File: config.mk
export PLATFORM = sky130hd
export DESIGN_NAME = sov_front
export DESIGN_NICKNAME = d
export VERILOG_FILES = /design/src/sv/sml_obis_value_extractor_core_assert.svh /design/src/sv/sov_pkg.sv /design/src/sv/sov_front.sv
export SDC_FILE = /design/constraint.sdc
export NUM_CORES = 1
export LEC_CHECK = 0
export CAP_MARGIN = 25
export CORE_MARGIN = 4
export CORE_UTILIZATION = 57
export CTS_BUF_LIST = sky130_fd_sc_hd__clkbuf_4 sky130_fd_sc_hd__clkbuf_8
export CTS_CLUSTER_DIAMETER = 200
export DETAILED_ROUTE_END_ITERATION = 10
export DONT_BUFFER_PORTS = 1
export HOLD_SLACK_MARGIN = 0.1
export PLACE_DENSITY = 0.81
export RECOVER_POWER = 100
export SLEW_MARGIN = 20
export SYNTH_ARGS = -nofsm -noshare
export SYNTH_HDL_FRONTEND = slang
export SYNTH_SLANG_ARGS = --single-unit
File: constraint.sdc
create_clock -name clk -period 3.7 [get_ports clk]
set_clock_uncertainty 0.2 [all_clocks]
set_input_delay 0.185 -clock clk [delete_from_list [all_inputs] [get_ports clk]]
set_output_delay 0.185 -clock clk [all_outputs]
set_load 0.02 [all_outputs]
File: src/sv/sml_obis_value_extractor_core_assert.svh
// assertion macros for the obis value extractor
`ifndef SML_OBIS_VALUE_EXTRACTOR_CORE_ASSERT_SVH
`define SML_OBIS_VALUE_EXTRACTOR_CORE_ASSERT_SVH
`ifndef SYNTHESIS
`define SOV_ASSERT(lbl, ck, rs, prop, msg) \
  lbl: assert property (@(posedge ck) disable iff (rs) prop) else $error(msg);
`define SOV_ASSERT_ALWAYS(lbl, ck, prop, msg) \
  lbl: assert property (@(posedge ck) prop) else $error(msg);
`else
`define SOV_ASSERT(lbl, ck, rs, prop, msg)
`define SOV_ASSERT_ALWAYS(lbl, ck, prop, msg)
`endif
`endif

File: src/sv/sov_pkg.sv
// shared types, constants and helpers of the obis value extractor
package sov_pkg;

  localparam int DEF_BUFFER_DEPTH  = 1024;
  localparam int DEF_SEARCH_WINDOW = 96;
  localparam int CODE_LEN          = 7;
  localparam int NUM_CODES         = 3;
  localparam int IDX_W             = 2;
  localparam int QUEUE_DEPTH       = 2;

  localparam logic ACT_BYTE  = 1'b0;
  localparam logic ACT_CLEAR = 1'b1;

  localparam logic [7:0] SCALER_TAG = 8'h52;
  localparam logic [7:0] INT1_TAG   = 8'h62;
  localparam logic [7:0] INT2_TAG   = 8'h63;
  localparam logic [7:0] INT4_TAG   = 8'h65;
  localparam logic [7:0] INT8_TAG   = 8'h69;

  localparam logic [23:0] MAKER_MARK = 24'h4C475A;

  localparam logic [IDX_W-1:0] IDX_IMPORT = 2'd0;
  localparam logic [IDX_W-1:0] IDX_EXPORT = 2'd1;
  localparam logic [IDX_W-1:0] IDX_POWER  = 2'd2;

  // obis codes, first byte in the top bits
  localparam logic [55:0] CODE_TAB [NUM_CODES] = '{
    56'h07_01_00_01_08_00_FF,
    56'h07_01_00_02_08_00_FF,
    56'h07_01_00_10_07_00_FF
  };

  typedef enum logic [3:0] {
    S_IDLE,
    S_LOC,
    S_CODE,
    S_SCAL,
    S_SCVAL,
    S_INT,
    S_INTB,
    S_NEXT,
    S_OUT
  } scan_state_t;

  // payload length of an integer tag, zero when not an integer tag
  function automatic logic [3:0] int_len(input logic [7:0] tag);
    logic [3:0] n;
    n = 4'd0;
    if (tag == INT1_TAG) n = 4'd1;
    if (tag == INT2_TAG) n = 4'd2;
    if (tag == INT4_TAG) n = 4'd4;
    if (tag == INT8_TAG) n = 4'd8;
    return n;
  endfunction

  // sign extension of an n byte big endian value
  function automatic logic [63:0] sext(input logic [63:0] v, input logic [3:0] n);
    logic [63:0] r;
    r = v;
    if (n == 4'd1) r = {{56{v[7]}}, v[7:0]};
    if (n == 4'd2) r = {{48{v[15]}}, v[15:0]};
    if (n == 4'd4) r = {{32{v[31]}}, v[31:0]};
    return r;
  endfunction

endpackage

File: src/sv/sov_front.sv
// byte loader: stores telegram bytes and queues scan and clear commands
module sov_front #(
  parameter int BUFFER_DEPTH = sov_pkg::DEF_BUFFER_DEPTH
) (
  input  logic                            clk,
  input  logic                            rst,
  input  logic                            accept,
  input  logic                            action,
  input  logic [7:0]                      data_byte,
  input  logic                            last,
  output logic                            ram_we,
  output logic [$clog2(BUFFER_DEPTH)-1:0] ram_waddr,
  output logic [7:0]                      ram_wdata,
  output logic                            cmd_push,
  output logic                            cmd_clr,
  output logic [$clog2(BUFFER_DEPTH+1)-1:0] cmd_cnt
);
  import sov_pkg::*;

  localparam int AW = $clog2(BUFFER_DEPTH);
  localparam int CW = $clog2(BUFFER_DEPTH + 1);

  logic [CW-1:0] byte_count;
  logic [CW-1:0] byte_count_next;
  logic          has_room;

  assign has_room = (byte_count < CW'(BUFFER_DEPTH));

  // ram write of an accepted telegram byte
  assign ram_we    = accept && (action == ACT_BYTE) && has_room;
  assign ram_waddr = byte_count[AW-1:0];
  assign ram_wdata = data_byte;

  // count after this byte, saturating at the buffer depth
  assign byte_count_next = has_room ? byte_count + 1'b1 : byte_count;

  // command to the scan engine on clear or final byte
  assign cmd_push = accept && ((action == ACT_CLEAR) || last);
  assign cmd_clr  = (action == ACT_CLEAR);
  assign cmd_cnt  = byte_count_next;

  always_ff @(posedge clk) begin
    if (rst) begin
      byte_count <= '0;
    end else if (accept) begin
      if (action == ACT_CLEAR || last) begin
        byte_count <= '0;
      end else begin
        byte_count <= byte_count_next;
      end
    end
  end

endmodule

-- After elaboration in Yosys (flattened, before gate mapping)
Index checks and enable logic that the tools add are counted.
W data, S select, Z words.
- reduce and logical (&&, ||, !) cells: 4
- multiplexer cells: 2
- bitwise gates (word level): 1
- order comparisons: 1
- add/subtract/negate cells: 1
- operators by type and width (cell ; number):
    $mux W11 ; 2
    $add A11 B1 Y11 const B ; 1
    $lt A11 B11 Y1 const B ; 1
    $logic_and A1 B1 Y1 ; 3
    $logic_or A1 B1 Y1 ; 1
    $not A1 Y1 ; 1
- word-level logic and storage cells: 10
- output and inout port bits: 32
- register bits after elaboration: 11
- input bits: 13

-- Longest topological paths before layout
- word-level depth: 3
- depth in mapped cells: 6
- depth with buffers taken out: 5

-- Least setup slack after synthesis
No wires, ideal clock.
- kind: register -> register
- start: reg byte_count[10]
- end: reg byte_count[7]
- stages on the path, launching flop included: 7
- clock period less this slack: 1786 ps
- setup time: 74 ps
- buffers on the path: 2
- arrival time: 1512 ps
- path slack: 1914 ps
- required time: 3426 ps
- cells stage by stage: dfxtp_1 buf_6 and4b_1 buf_6 nand3_4 or4_1 a31oi_1
- word-level cells in the longest chain between the ends: 3
- RTL lines (what ; line ; text):
    from (decl) ; sov_front.sv:23 ; logic [CW-1:0] byte_count;
    from (signal assigned) ; sov_front.sv:49 ; byte_count <= byte_count_next;
    $lt A11 B11 Y1 ; sov_front.sv:27 ; assign has_room = (byte_count < CW'(BUFFER_DEPTH));
    $mux W11 ; sov_front.sv:35 ; assign byte_count_next = has_room ? byte_count + 1'b1 : byte_count;
    $mux W11 ; sov_front.sv:46 ; if (action == ACT_CLEAR || last) begin
Every way passes these cells.
A chain may end at the register's enable or synchronous reset.

-- Worst setup path in the final report
- start: in last
- end: reg byte_count[6]
- word-level cells in the longest chain between the ends: 2
- RTL lines (what ; line ; text):
    from (decl) ; sov_front.sv:10 ; input logic last,
    $logic_or A1 B1 Y1 ; sov_front.sv:46 ;
    $mux W11 ; sov_front.sv:46 ;
Every way passes these cells.

==> results.sh <==
export IMPL_status="completed"
export IMPL_drcViolationCount=0
export IMPL_rsz0062_at_grt="no"
export IMPL_ir_drop_uv=199
export IMPL_drv_slew=0
export IMPL_setup_tns_ns=0
export IMPL_rows=14
export IMPL_dieArea_mm2=0.00229
export IMPL_hpwl_mm=1.19
export IMPL_syn_cell_area_um2=907
export IMPL_min_to="ram_wdata[7]"
export IMPL_instances_no_fill=111
export IMPL_drt_total_wl_mm=1.78
export IMPL_placed_cells=99
export IMPL_worst_path_buf_inv=3
export IMPL_clk_path_buf_depth=2
export IMPL_n_fill_cell=162
export IMPL_syn_inst=109
export IMPL_path_max_fanout=5
export IMPL_largest_reg_flops=11
export IMPL_diodes=0
export IMPL_fin_ws_ns=0.896
export IMPL_htree_levels=1
export IMPL_hold_class="primary input to output port"
export IMPL_antenna_found_initial=0
export IMPL_critical_path_class="primary input to flop"
export IMPL_setup_viol_count_final=0
export IMPL_crit_slowest_cell="dlygate4sd3_1"
export IMPL_synth_seq_area_share=0.243
export IMPL_grt_pass1_vias=646
export IMPL_rr_worst_depth=5
export IMPL_min_path_cells=0
export IMPL_io_pins=45
export IMPL_power_leakage_uw=0.000292
export IMPL_area_delta_synth_final_pct=-10.6
export IMPL_initial_core_util=0.602
export IMPL_grtUsageTotal=0.191
export IMPL_crit_chain="dlygate4sd3_1 -> or3b_1 -> dlygate4sd3_1 -> or3_1 -> a21oi_1 -> dlygate4sd3_1"
export IMPL_pre_cts_ws_ns=1.63
export IMPL_root_buffer="clkbuf_4"
export IMPL_min_period_over_period=0.758
export IMPL_hold_viol=0
export IMPL_synth_warnings=0
export IMPL_cpPeakStageDelay_ns=0.62
export IMPL_clk_latency_ns=0.28
export IMPL_critical_path_arrival_ns=2.83
export IMPL_top_register="byte_count"
export IMPL_reg2reg_setup_slack_ns=0.94
export IMPL_grt_pass1_wl_mm=2.99
export IMPL_clk_pin_slew_worst_paths_ns=0.07
export IMPL_cts_sinks=11
export IMPL_cts_tree="yes"
export IMPL_cp_start_kind="primary input"
export IMPL_first_pass_iters=4
export IMPL_fmax_ghz=0.357
export IMPL_reg_largest_list="byte_count (11)"
export IMPL_r2r_end="byte_count[9]$_SDFFE_PP0P_"
export IMPL_place_congestion=0.806
export IMPL_regToRegStartpoint="byte_count[2]$_SDFFE_PP0P_"
export IMPL_post_drt_wl_per_cell_um=16.0
export IMPL_final_antenna_net_count=0
export IMPL_via_per_inst=6.39
export IMPL_synth_distinct_cells=34
export IMPL_path_delay_family="buffers and inverters"
export IMPL_cts_setup_buffers=0
export IMPL_relSlewSlack=0.560
export IMPL_drtIter0Drc=20
export IMPL_overflow=0
export IMPL_grt_max_degree=15
export IMPL_worst_setup_path_end_kind="flop"
export IMPL_fp_dieW_um=47.9
export IMPL_worst_pin_slew_ns=0.659
export IMPL_synth_fp_nets=123
export IMPL_core_area_mm2=0.00151
export IMPL_crit_top_cell="dlygate4sd3_1"
export IMPL_finish_utilization=0.538
export IMPL_crit_required_ns=3.73
export IMPL_holdCritStartpoint="data_byte[7]"
export IMPL_layout_drive_gt1_share=0.0737
export IMPL_die_y_um=47.9
export IMPL_fin_nets=110
export IMPL_layout_common_cells="dfxtp_1 (11), nand3_1 (10), dlygate4sd3_1 (8)"
export IMPL_final_common_cell="dfxtp_1"
export IMPL_portBuffers=0
export IMPL_cts_buffers=3
export IMPL_yosys_register_bits=11
export IMPL_min_period_ns=2.80
export IMPL_powerDensity_mw_per_mm2=286
export IMPL_hold_slack_ns=0.170
export IMPL_maxCapViolCount=0
export IMPL_vias=709
export IMPL_syn_area_per_cell_um2=8.32
-- report_power, final --
part           leakage, uW  internal (uW)  switching (uW)  total [uW]
Clock            0.0000184           49.2            42.9        92.1
Sequential       0.0000887            119            1.39         120
Combinational     0.000185           7.46            12.5        20.0
-- stage by stage --
step / total power, uW / area (um2)
final: 232 / 811
after global routing: 245 / 811
after CTS: 235 / 826
after detailed placement: 135 / 716
after global placement: 135 / 716
after floorplan: 151 / 907
-- cells in the mapped netlist --
cell | n | area [um2]
o31ai_1 | 1 | 7.51
a21bo_2 | 1 | 10.0
or3b_4 | 1 | 11.3
xor2_1 | 3 | 26.3
or2b_2 | 1 | 8.76
dlymetal6s2s_1 | 1 | 12.5
and3_1 | 2 | 12.5
o21ai_0 | 1 | 5.00
nand4b_1 | 1 | 8.76
or4_1 | 2 | 15.0
a22oi_1 | 1 | 7.51
xnor2_1 | 6 | 52.6
mux2_2 | 1 | 11.3
nand2_1 | 2 | 7.51
nand4_1 | 3 | 18.8
buf_4 | 20 | 150
buf_6 | 4 | 45.0
o211ai_1 | 2 | 15.0
a31oi_1 | 3 | 18.8
and2b_1 | 1 | 7.51
and4b_1 | 1 | 10.0
or2_2 | 1 | 6.26
nor3b_1 | 1 | 7.51
nand2b_1 | 6 | 37.5
nand3_4 | 1 | 17.5
nor2_1 | 6 | 22.5
clkbuf_1 | 1 | 3.75
inv_1 | 1 | 3.75
dfxtp_1 | 11 | 220
a21oi_1 | 7 | 35.0
ha_1 | 1 | 12.5
or3_1 | 3 | 18.8
nor3_1 | 3 | 15.0
nand3_1 | 9 | 45.0
-- area by class of cell --
cell class / instances / area [um2] / share of cell area
Tap cell: 16 / 20.0 / 0.0247
Inverter: 1 / 3.75 / 0.00463
Clock buffer: 4 / 30.0 / 0.0370
Timing Repair Buffer: 8 / 80.1 / 0.0988
Multi-Input combinational cell: 71 / 457 / 0.563
Sequential cell: 11 / 220 / 0.272
-- logic make-up (layout without fill, tap and decap cells) --
logic type	count (synthesis)	in the layout	synth area share
compound gates	16	16	0.109
mux	1	1	0.0124
xor+xnor	9	9	0.0869
simple gates	44	44	0.298
flops	11	11	0.243
buf+inv	27	13	0.237
fa+ha+maj	1	1	0.0138
-- layer usage --
layer,part of all wire,vias up,global-route usage
li1,-,336,-
met1,0.41,334,0.226
met3,0.11,4,0.102
met4,0.011,0,0.0645
met5,0,-,0
met2,0.47,35,0.293
-- worst max-delay path by stage --
| stage | startpoint | endpoint | slack [ns] | cells after the start |
|---|---|---|---|---|
| 5_1_grt | last | byte_count[6]$_SDFFE_PP0P_ | 0.79 | 6 |
| 6_report | last | byte_count[6]$_SDFFE_PP0P_ | 0.90 | 6 |
| 2_1_floorplan | byte_count[10]$_SDFFE_PP0P_ | byte_count[7]$_SDFFE_PP0P_ | 1.91 | 6 |
| 3_3_place_gp | byte_count[2]$_SDFFE_PP0P_ | cmd_cnt[7] | 1.68 | 4 |
| 3_5_place_dp | byte_count[2]$_SDFFE_PP0P_ | cmd_cnt[9] | 1.63 | 4 |
| 4_1_cts | last | byte_count[6]$_SDFFE_PP0P_ | 0.95 | 6 |
-- timing repair --
action                                 in CTS  in global routing
endpoints found under the hold margin      11                  0
hold buffers                                8                  0
resized for setup                           0                  0
No activity file was read; power rests on OpenSTA's default activity.
