$ cat src/sv/sml_obis_value_extractor_core_assert.svh
// assertion macros for the obis value extractor
`ifndef SML_OBIS_VALUE_EXTRACTOR_CORE_ASSERT_SVH
`define SML_OBIS_VALUE_EXTRACTOR_CORE_ASSERT_SVH
`ifndef SYNTHESIS
`define SOV_ASSERT(lbl, ck, rs, prop, msg) \
  lbl: assert property (@(posedge ck) disable iff (rs) prop) else $error(msg);
`define SOV_ASSERT_ALWAYS(lbl, ck, prop, msg) \
  lbl: assert property (@(posedge ck) prop) else $error(msg);
`else
`define SOV_ASSERT(lbl, ck, rs, prop, msg)
`define SOV_ASSERT_ALWAYS(lbl, ck, prop, msg)
`endif
`endif

$ cat src/sv/sov_pkg.sv
// shared types, constants and helpers of the obis value extractor
package sov_pkg;

  localparam int DEF_BUFFER_DEPTH  = 1024;
  localparam int DEF_SEARCH_WINDOW = 96;
  localparam int CODE_LEN          = 7;
  localparam int NUM_CODES         = 3;
  localparam int IDX_W             = 2;
  localparam int QUEUE_DEPTH       = 2;

  localparam logic ACT_BYTE  = 1'b0;
  localparam logic ACT_CLEAR = 1'b1;

  localparam logic [7:0] SCALER_TAG = 8'h52;
  localparam logic [7:0] INT1_TAG   = 8'h62;
  localparam logic [7:0] INT2_TAG   = 8'h63;
  localparam logic [7:0] INT4_TAG   = 8'h65;
  localparam logic [7:0] INT8_TAG   = 8'h69;

  localparam logic [23:0] MAKER_MARK = 24'h4C475A;

  localparam logic [IDX_W-1:0] IDX_IMPORT = 2'd0;
  localparam logic [IDX_W-1:0] IDX_EXPORT = 2'd1;
  localparam logic [IDX_W-1:0] IDX_POWER  = 2'd2;

  // obis codes, first byte in the top bits
  localparam logic [55:0] CODE_TAB [NUM_CODES] = '{
    56'h07_01_00_01_08_00_FF,
    56'h07_01_00_02_08_00_FF,
    56'h07_01_00_10_07_00_FF
  };

  typedef enum logic [3:0] {
    S_IDLE,
    S_LOC,
    S_CODE,
    S_SCAL,
    S_SCVAL,
    S_INT,
    S_INTB,
    S_NEXT,
    S_OUT
  } scan_state_t;

  // payload length of an integer tag, zero when not an integer tag
  function automatic logic [3:0] int_len(input logic [7:0] tag);
    logic [3:0] n;
    n = 4'd0;
    if (tag == INT1_TAG) n = 4'd1;
    if (tag == INT2_TAG) n = 4'd2;
    if (tag == INT4_TAG) n = 4'd4;
    if (tag == INT8_TAG) n = 4'd8;
    return n;
  endfunction

  // sign extension of an n byte big endian value
  function automatic logic [63:0] sext(input logic [63:0] v, input logic [3:0] n);
    logic [63:0] r;
    r = v;
    if (n == 4'd1) r = {{56{v[7]}}, v[7:0]};
    if (n == 4'd2) r = {{48{v[15]}}, v[15:0]};
    if (n == 4'd4) r = {{32{v[31]}}, v[31:0]};
    return r;
  endfunction

endpackage

$ cat src/sv/sov_scan.sv
// scan engine: locates codes, reads scaler and integer, emits three results
module sov_scan #(
  parameter int BUFFER_DEPTH  = sov_pkg::DEF_BUFFER_DEPTH,
  parameter int SEARCH_WINDOW = sov_pkg::DEF_SEARCH_WINDOW
) (
  input  logic                              clk,
  input  logic                              rst,
  input  logic                              cmd_valid,
  input  logic                              cmd_clr,
  input  logic [$clog2(BUFFER_DEPTH+1)-1:0] cmd_cnt,
  output logic                              cmd_pop,
  output logic [$clog2(BUFFER_DEPTH)-1:0]   rd_addr,
  input  logic [7:0]                        rd_data,
  output logic                              busy,
  output logic                              res_valid,
  output logic [sov_pkg::IDX_W-1:0]         res_index,
  output logic                              res_present,
  output logic signed [63:0]                res_mantissa,
  output logic signed [7:0]                 res_exponent,
  output logic                              res_maker,
  output logic                              res_final
);
  import sov_pkg::*;

  localparam int AW = $clog2(BUFFER_DEPTH);
  localparam int CW = $clog2(BUFFER_DEPTH + 1);
  localparam int PW = $clog2(BUFFER_DEPTH + SEARCH_WINDOW + 16);

  scan_state_t state;
  scan_state_t state_next;

  logic [CW-1:0]    cnt;
  logic [PW-1:0]    ptr;
  logic [PW-1:0]    endp;
  logic [PW-1:0]    vstart;
  logic             have;
  logic [47:0]      hist;
  logic [IDX_W-1:0] k;
  logic [2:0]       found;
  logic [PW-1:0]    at [NUM_CODES];
  logic [7:0]       expo_cur;
  logic [63:0]      acc;
  logic [3:0]       nlen;
  logic [3:0]       nleft;

  logic [2:0]       present;
  logic [63:0]      mant [NUM_CODES];
  logic [7:0]       expo [NUM_CODES];
  logic             maker;

  logic [PW-1:0]    cnt_p;
  logic [PW-1:0]    ptr1;
  logic [PW-1:0]    win_end;
  logic [3:0]       tag_len;
  logic [63:0]      acc_next;

  assign cnt_p    = PW'(cnt);
  assign ptr1     = ptr + 1'b1;
  assign win_end  = at[k] + PW'(SEARCH_WINDOW);
  assign tag_len  = int_len(rd_data);
  assign acc_next = {acc[55:0], rd_data};

  // next state
  always_comb begin
    state_next = state;
    unique case (state)
      S_IDLE: begin
        if (cmd_valid) state_next = cmd_clr ? S_IDLE : S_LOC;
      end
      S_LOC: begin
        if (ptr >= cnt_p) state_next = S_CODE;
      end
      S_CODE: begin
        state_next = found[k] ? S_SCAL : S_NEXT;
      end
      S_SCAL: begin
        if (ptr1 >= endp) begin
          state_next = S_INT;
        end else if (have && rd_data == SCALER_TAG) begin
          state_next = S_SCVAL;
        end
      end
      S_SCVAL: begin
        if (have) state_next = S_INT;
      end
      S_INT: begin
        if (ptr >= endp) begin
          state_next = S_NEXT;
        end else if (have && tag_len != 4'd0 && ptr1 + PW'(tag_len) <= cnt_p) begin
          state_next = S_INTB;
        end
      end
      S_INTB: begin
        if (have && nleft == 4'd1) state_next = S_NEXT;
      end
      S_NEXT: begin
        state_next = (k == IDX_POWER) ? S_OUT : S_CODE;
      end
      S_OUT: begin
        if (k == IDX_POWER) state_next = S_IDLE;
      end
      default: state_next = S_IDLE;
    endcase
  end

  // outputs
  always_comb begin
    busy         = (state != S_IDLE);
    cmd_pop      = (state == S_IDLE) && cmd_valid;
    rd_addr      = ptr[AW-1:0];
    res_valid    = (state == S_OUT);
    res_index    = k;
    res_present  = present[k];
    res_mantissa = mant[k];
    res_exponent = expo[k];
    res_maker    = maker;
    res_final    = (state == S_OUT) && (k == IDX_POWER);
  end

  // state register
  always_ff @(posedge clk) begin
    if (rst) begin
      state <= S_IDLE;
    end else begin
      state <= state_next;
    end
  end

  // stored values, kept across telegrams until a clear
  always_ff @(posedge clk) begin
    if (rst) begin
      present <= '0;
      maker   <= 1'b0;
      for (int i = 0; i < NUM_CODES; i++) begin
        mant[i] <= '0;
        expo[i] <= '0;
      end
    end else begin
      if (state == S_IDLE && cmd_valid && cmd_clr) begin
        present <= '0;
        maker   <= 1'b0;
        for (int i = 0; i < NUM_CODES; i++) begin
          mant[i] <= '0;
          expo[i] <= '0;
        end
      end
      if (state == S_LOC && ptr < cnt_p && have && ptr >= PW'(2)
          && {hist[15:0], rd_data} == MAKER_MARK) begin
        maker <= 1'b1;
      end
      if (state == S_CODE && found[k]) begin
        present[k] <= 1'b1;
      end
      if (state == S_INTB && have && nleft == 4'd1) begin
        mant[k] <= sext(acc_next, nlen);
        expo[k] <= expo_cur;
      end
    end
  end

  // walk control and datapath
  always_ff @(posedge clk) begin
    if (rst) begin
      have  <= 1'b0;
      k     <= '0;
      found <= '0;
      ptr   <= '0;
    end else begin
      unique case (state)
        S_IDLE: begin
          if (cmd_valid && !cmd_clr) begin
            cnt   <= cmd_cnt;
            ptr   <= '0;
            have  <= 1'b0;
            found <= '0;
            k     <= '0;
          end
        end
        // one pass over the telegram for first code positions and maker bytes
        S_LOC: begin
          if (ptr < cnt_p) begin
            if (!have) begin
              have <= 1'b1;
            end else begin
              for (int c = 0; c < NUM_CODES; c++) begin
                if (!found[c] && ptr >= PW'(CODE_LEN - 1)
                    && {hist, rd_data} == CODE_TAB[c]) begin
                  found[c] <= 1'b1;
                  at[c]    <= ptr - PW'(CODE_LEN - 1);
                end
              end
              hist <= {hist[39:0], rd_data};
              ptr  <= ptr1;
              have <= 1'b0;
            end
          end
        end
        // window set-up for one code
        S_CODE: begin
          if (found[k]) begin
            ptr      <= at[k] + PW'(CODE_LEN);
            vstart   <= at[k] + PW'(CODE_LEN);
            endp     <= (win_end > cnt_p) ? cnt_p : win_end;
            expo_cur <= '0;
            have     <= 1'b0;
          end
        end
        // scaler tag search
        S_SCAL: begin
          if (ptr1 >= endp) begin
            ptr  <= vstart;
            have <= 1'b0;
          end else if (!have) begin
            have <= 1'b1;
          end else begin
            ptr  <= ptr1;
            have <= 1'b0;
          end
        end
        // scaler value byte
        S_SCVAL: begin
          if (!have) begin
            have <= 1'b1;
          end else begin
            expo_cur <= rd_data;
            ptr      <= ptr1;
            have     <= 1'b0;
          end
        end
        // integer tag search
        S_INT: begin
          if (ptr < endp) begin
            if (!have) begin
              have <= 1'b1;
            end else begin
              nlen  <= tag_len;
              nleft <= tag_len;
              acc   <= '0;
              ptr   <= ptr1;
              have  <= 1'b0;
            end
          end
        end
        // integer payload bytes, big endian
        S_INTB: begin
          if (!have) begin
            have <= 1'b1;
          end else begin
            acc   <= acc_next;
            nleft <= nleft - 1'b1;
            ptr   <= ptr1;
            have  <= 1'b0;
          end
        end
        S_NEXT: begin
          k <= (k == IDX_POWER) ? IDX_IMPORT : k + 1'b1;
        end
        S_OUT: begin
          k <= (k == IDX_POWER) ? IDX_IMPORT : k + 1'b1;
        end
        default: begin
          have <= 1'b0;
        end
      endcase
    end
  end

endmodule

$ cat config.mk
export PLATFORM = sky130hd
export DESIGN_NAME = sov_scan
export DESIGN_NICKNAME = d
export VERILOG_FILES = /design/src/sv/sml_obis_value_extractor_core_assert.svh /design/src/sv/sov_pkg.sv /design/src/sv/sov_scan.sv
export SDC_FILE = /design/constraint.sdc
export NUM_CORES = 1
export LEC_CHECK = 0
export ABC_AREA = 1
export ABC_CLOCK_PERIOD_IN_PS = 25000
export BUFFER_PORTS_ARGS = -buffer_cell sky130_fd_sc_hd__clkbuf_2
export CAP_MARGIN = 20
export CORE_MARGIN = 10
export CORE_UTILIZATION = 30
export CTS_CLUSTER_SIZE = 16
export DETAILED_ROUTE_END_ITERATION = 6
export GPL_TIMING_DRIVEN = 0
export PLACE_DENSITY_LB_ADDON = 0.3
export SLEW_MARGIN = 10
export SYNTH_ARGS = -nofsm -noshare
export SYNTH_HDL_FRONTEND = slang
export SYNTH_SLANG_ARGS = --single-unit
$ cat constraint.sdc
create_clock -name clk -period 25 [get_ports clk]
set_input_delay 2.5 -clock clk [delete_from_list [all_inputs] [get_ports clk]]
set_output_delay 2.5 -clock clk [all_outputs]
set_load 0.02 [all_outputs]
* Word-level counts from Yosys, hierarchy flattened
Memories as Yosys holds them, arrays and structs flattened. A register that Yosys moved wholly into a read port is not among the register bits.
Cells that the tools add are included.
** Word-level totals
- Register bits :: 178
- Memory bits (writable) :: 249
- Output and inout port bits :: 90
- Logic and storage cells :: 259
- Memories :: 3
** Memory list
- mant :: depth 3, width 64, rd ports 1, clocked after memory_dff 1, write ports 3, RTL line sov_scan.sv:47 : logic [63:0] mant [NUM_CODES];
- at :: depth 3, width 11, rd ports 1, clocked after memory_dff 1, write ports 1, RTL line sov_scan.sv:40 : logic [PW-1:0] at [NUM_CODES];
- expo :: depth 3, width 8, rd ports 1, clocked after memory_dff 1, write ports 3, RTL line sov_scan.sv:48 : logic [7:0] expo [NUM_CODES];
** Operators by class
- Add/sub/neg operators :: 7
- $lt $le $gt $ge :: 11
- Equal/unequal tests :: 39
- Mux-type cells :: 119
- Bitwise operators :: 9
- Reduce and logical (&&, ||, !) cells :: 54
** Operators with widths (count)
- $mux 64 :: 9
- $eq 56x51->1 const B :: 3
- $mux 56 :: 3
- $pmux 56 s2 :: 1
- $mux 11 :: 9
- $pmux 11 s6 :: 1
- $mux 4 :: 16
- $reduce_or 64->1 :: 1
- $mux 8 :: 6
- $mux 1 :: 46
- $eq 8x7->1 const B :: 5
- $pmux 4 s9 :: 1
- $ge 11x11->1 :: 3
- $reduce_and 5->1 :: 6
- $eq 24x23->1 const B :: 1
- $mux 2 :: 12
- $logic_and 1x1->1 :: 22
- $lt 11x11->1 :: 2
- $reduce_or 11->1 :: 2
- $mux 3 :: 7
- $eq 4x3->1 const B :: 5
- $ne 2x2->1 const B :: 8
- $pmux 8 s2 :: 1
- $ne 2x1->1 const B :: 7
- other kinds (38) :: 62

* Depth between registers and ports, before layout
- Depth in word-level cells :: 12
- Gate-level depth with buffers :: 32
- Mapped depth without buffers :: 32

* Least setup slack after synthesis
Ideal clock, no wire load.
- Path type :: input to register
- From :: input rst
- To :: memory expo[3][0], enable pin
- Library setup time :: 679 ps
- Arrival :: 9570 ps
- Data required time :: 24321 ps
- Slack :: 14751 ps
- Cell stages on the path :: 3
- Path buffers :: 0
- Path through :: inv_1 -> nand2_1 -> nor4_1
** RTL lines
- start: declaration :: RTL line sov_scan.sv:7 : input logic rst,
- end: declaration :: RTL line sov_scan.sv:48

* Worst setup path in the final report
- From :: input rd_data[1]
- To :: register state[0]
** Between the ends
- Elaborated cells between the ends (all ways) :: 18
- Those cells by class :: 1 x add/sub; 1 x order compare; 7 x eq/ne; 4 x mux; 5 x reduce/logical
** RTL lines
- start: declaration :: RTL line sov_scan.sv:13 : input logic [7:0] rd_data,
- $eq 8x7->1 :: RTL line sov_pkg.sv:51 : if (tag == INT4_TAG) n = 4'd4;
- $mux 4 :: RTL line sov_pkg.sv:51
- $mux 4 * :: RTL line sov_pkg.sv:52 : if (tag == INT8_TAG) n = 4'd8;
- net tag_len[3] :: RTL line sov_scan.sv:54 : logic [3:0] tag_len;
- $add 11x4->11 / $reduce_bool 4->1 (equally long branches) :: RTL line sov_scan.sv:89 : end else if (have && tag_len != 4'd0 && ptr1 + PW'(tag_len) <= cnt_p) begin
- $le 11x11->1 / $logic_and 1x1->1 (equally long branches) :: RTL line sov_scan.sv:89
- $logic_and 1x1->1 * :: RTL line sov_scan.sv:89
- $ne 3x3->1 (no line) *
- $reduce_and 7->1 (no line) *
- end signal: assignment :: RTL line sov_scan.sv:125 : state <= state_next;
- end: declaration :: RTL line sov_scan.sv:29 : scan_state_t state;
Mark *: on every way through the listed nets, which the timed path passes. The rest lies on a longest branch.
A chain may end at the register's enable or synchronous reset.

==> results.json <==
{
  "dr.pass1.iters": 5,
  "min_period_ns": 6.12,
  "yosys-top-cells-area": "edfxtp_1 61%, nor2_1 8.6%, nand2_1 4.1%",
  "critical_path_arrival_ns": 6.61,
  "clock_latency_ns": 0.63,
  "final_core_util": 0.353,
  "grt.total_usage": 0.145,
  "cts_resized": 0,
  "layout_commonest_cell": "nor2_1",
  "path_clk_slew_ns": 0.06,
  "grt_pass1_vias": 17210,
  "fin_crit_sh": 0.245,
  "dpl.hpwl_um": 47300,
  "pre_cts_ws_ns": 17.89,
  "cpMaxStageDelayCell": "nor4_1",
  "synthesis.nets": 2398,
  "setup_viol": 0,
  "rows": 102,
  "cts_made_buffers": 54,
  "vias": 17140,
  "start_kind": "input pin",
  "clkSinkCount": 501,
  "peakVddDrop_mv": 0.0657,
  "yosys.cell_types.count": 52,
  "root_buffer": "clkbuf_16",
  "power_per_cell_area_mw_per_mm2": 78.9,
  "dieArea_mm2": 0.0895,
  "timing.hold.ws_ns": 0.431,
  "fin_worst_skew_ns": 0.0445,
  "synth-edff-count": 474,
  "maxSlewViolCount": 0,
  "drt_wl_total_um": 67000,
  "path_class": "in2reg",
  "core_mm2": 0.0773,
  "async_flop_share": 0,
  "antenna_found_initial": 1,
  "areaGrowthSynthToFinish_pct": 16.8,
  "rr_worst_depth": 29,
  "dieWidth_um": 299,
  "outcome": "complete, no violations",
  "nNetsFinal": 2590,
  "die_y_um": 299,
  "wl_per_cell_um": 18.7,
  "antenna_left": 0,
  "cts.htree.levels": 2,
  "yosysTopAreaCell": "edfxtp_1",
  "drc_errors": 0,
  "drtIter0Drc": 1269,
  "ios": 113,
  "ys_seq_area_frac": 0.632,
  "maxCapViolCount": 0,
  "rsz0062_at_grt": "false",
  "synth_warnings": 0,
  "grt_max_degree": 49,
  "grt_overflow": 0,
  "port-buffer-count": 112,
  "hold_buffers": 0,
  "layout_common_cells": "533 x nor2_1, 474 x edfxtp_1, 255 x nand2_1",
  "max_stage_delay_ns": 0.52,
  "hold_class": "reg2reg",
  "post_synth_inst_count": 2306,
  "gp_congestion": 0.887,
  "worst_path_most_repeated_cell": "nand2_1",
  "end_kind": "register",
  "syn-cell-area_mm2": 0.0234,
  "relSlewSlack": 0.254,
  "cts_buffer_depth": 3,
  "drive_gt1_frac": 0.113,
  "p_leak_nw": 10.9,
  "yosysTopAreaCellShare": 0.609,
  "postCtsSetupRepairBufs": 0,
  "tightest_slew_ns": 1.11,
  "start_util": 0.302,
  "grt_pass1_wl_um": 102000,
  "hold_viol": 0,
  "min_path_cells": 0,
  "synthFlopType": "edfxtp_1",
  "cts_tree": "built",
  "drt-vias-per-instance": 4.78,
  "cp.required_ns": 25.49,
  "setup_tns_ns": 0,
  "finalWorstSetupSlack_ns": 18.88,
  "ys_ff_latch": 501,
  "fmax_mhz": 163,
  "avgSynthCellArea_um2": 10.1,
  "path_max_fanout": 6
}
-- worst max-delay path: cells and delay by family --
kind	cells	cell delay (ns)
AO/OA/AOI/OAI	3	0.39
buffers and inverters	7	0.82
AND/OR/NAND/NOR	17	2.40
adder cells (fa/ha/maj)	2	0.47
-- sequential cells by signal (all words and copies together) (netlist names), named ones only --
signal,flops
nleft,4
hist,48
mant,256
res_index,2
found,3
res_maker,1
have,1
cnt,11
expo,32
expo_cur,8
vstart,11
state,4
nlen,4
at,33
ptr,11
present,3
endp,11
acc,56
-- through the flow --
stage          instance area, µm²  total power, W  cells
3_5_place_dp                25600         0.00138   3481
4_1_cts                     27300         0.00217   3581
5_1_grt                     27300         0.00225   3582
6_report                    27300         0.00215   3583
2_1_floorplan               23400         0.00124   2306
3_3_place_gp                25200         0.00138   3458
-- logic make-up after synthesis --
kind of cell / share of synthesized area
and+or+nand+nor: 0.167
adders and majority gates: 0.0372
AOI/OAI and AO/OA: 0.0889
DFF: 0.632
xor gates and xnor gates: 0.0104
buffers and inverters: 0.0642
-- cell usage after synthesis (2+ instances only) --
| master | instances |
|---|---|
| o22ai_1 | 74 |
| a21oi_1 | 95 |
| nor2_2 | 4 |
| or2_1 | 2 |
| nor2_4 | 2 |
| buf_1 | 6 |
| or2_0 | 2 |
| o21a_1 | 4 |
| o21ai_2 | 2 |
| nand2_1 | 258 |
| ha_1 | 68 |
| buf_6 | 2 |
| nand3b_1 | 2 |
| clkinv_1 | 2 |
| o21ai_0 | 182 |
| buf_4 | 13 |
| xor2_1 | 22 |
| nor3b_1 | 4 |
| inv_2 | 7 |
| dfxtp_1 | 27 |
| o21ai_1 | 5 |
| nand2_2 | 6 |
| a21boi_1 | 3 |
| nor3_1 | 23 |
| xnor2_1 | 4 |
| nand4_1 | 23 |
| inv_1 | 252 |
| nor2_1 | 533 |
| buf_2 | 27 |
| edfxtp_1 | 474 |
| nand3_1 | 70 |
| clkbuf_1 | 65 |
| a31oi_1 | 2 |
| nand3_2 | 2 |
| a221oi_1 | 2 |
| and2_1 | 6 |
| nor4_1 | 12 |
| o211ai_1 | 5 |
-- routing by layer --
layer,track usage,up-vias,share of wire
li1,-,8230,-
met3,0.0253,119,0.067
met4,0.0508,0,0.032
met1,0.184,8226,0.42
met5,0,-,0
met2,0.247,565,0.48
-- path summary, 6_finish.rpt --
kind,slack (ns),startpoint,endpoint
worst max-delay path,18.88,rd_data[1],state[0]$_SDFFE_PP0P_
worst min-delay path,0.43,expo_cur[3]$_SDFFCE_PN0P_,expo[3][3]$_DFFE_PP_
worst max register to register,20.23,ptr[0]$_SDFFE_PP0P_,state[0]$_SDFFE_PP0P_
worst min register to register,0.43,expo_cur[3]$_SDFFCE_PN0P_,expo[3][3]$_DFFE_PP_
-- cell type report --
type                    count  area, µm²
diodes                      1       2.50
plain buffers             113        522
clock buffers              66       1400
clock inverters            34        345
fillers                  7827      50000
inverters                 261        980
multi-input cells        1431       7150
flip-flops and latches    501      14800
well taps                1040       1300
repair buffers            136        832
-- where the power goes --
| part | switching [W] | internal [W] |
|---|---|---|
| registers | 0.0000233 | 0.000980 |
| logic | 0.000261 | 0.000101 |
| clock network | 0.000338 | 0.000450 |
| total | 0.000622 | 0.00153 |
No activity file was read; power rests on OpenSTA's default activity.
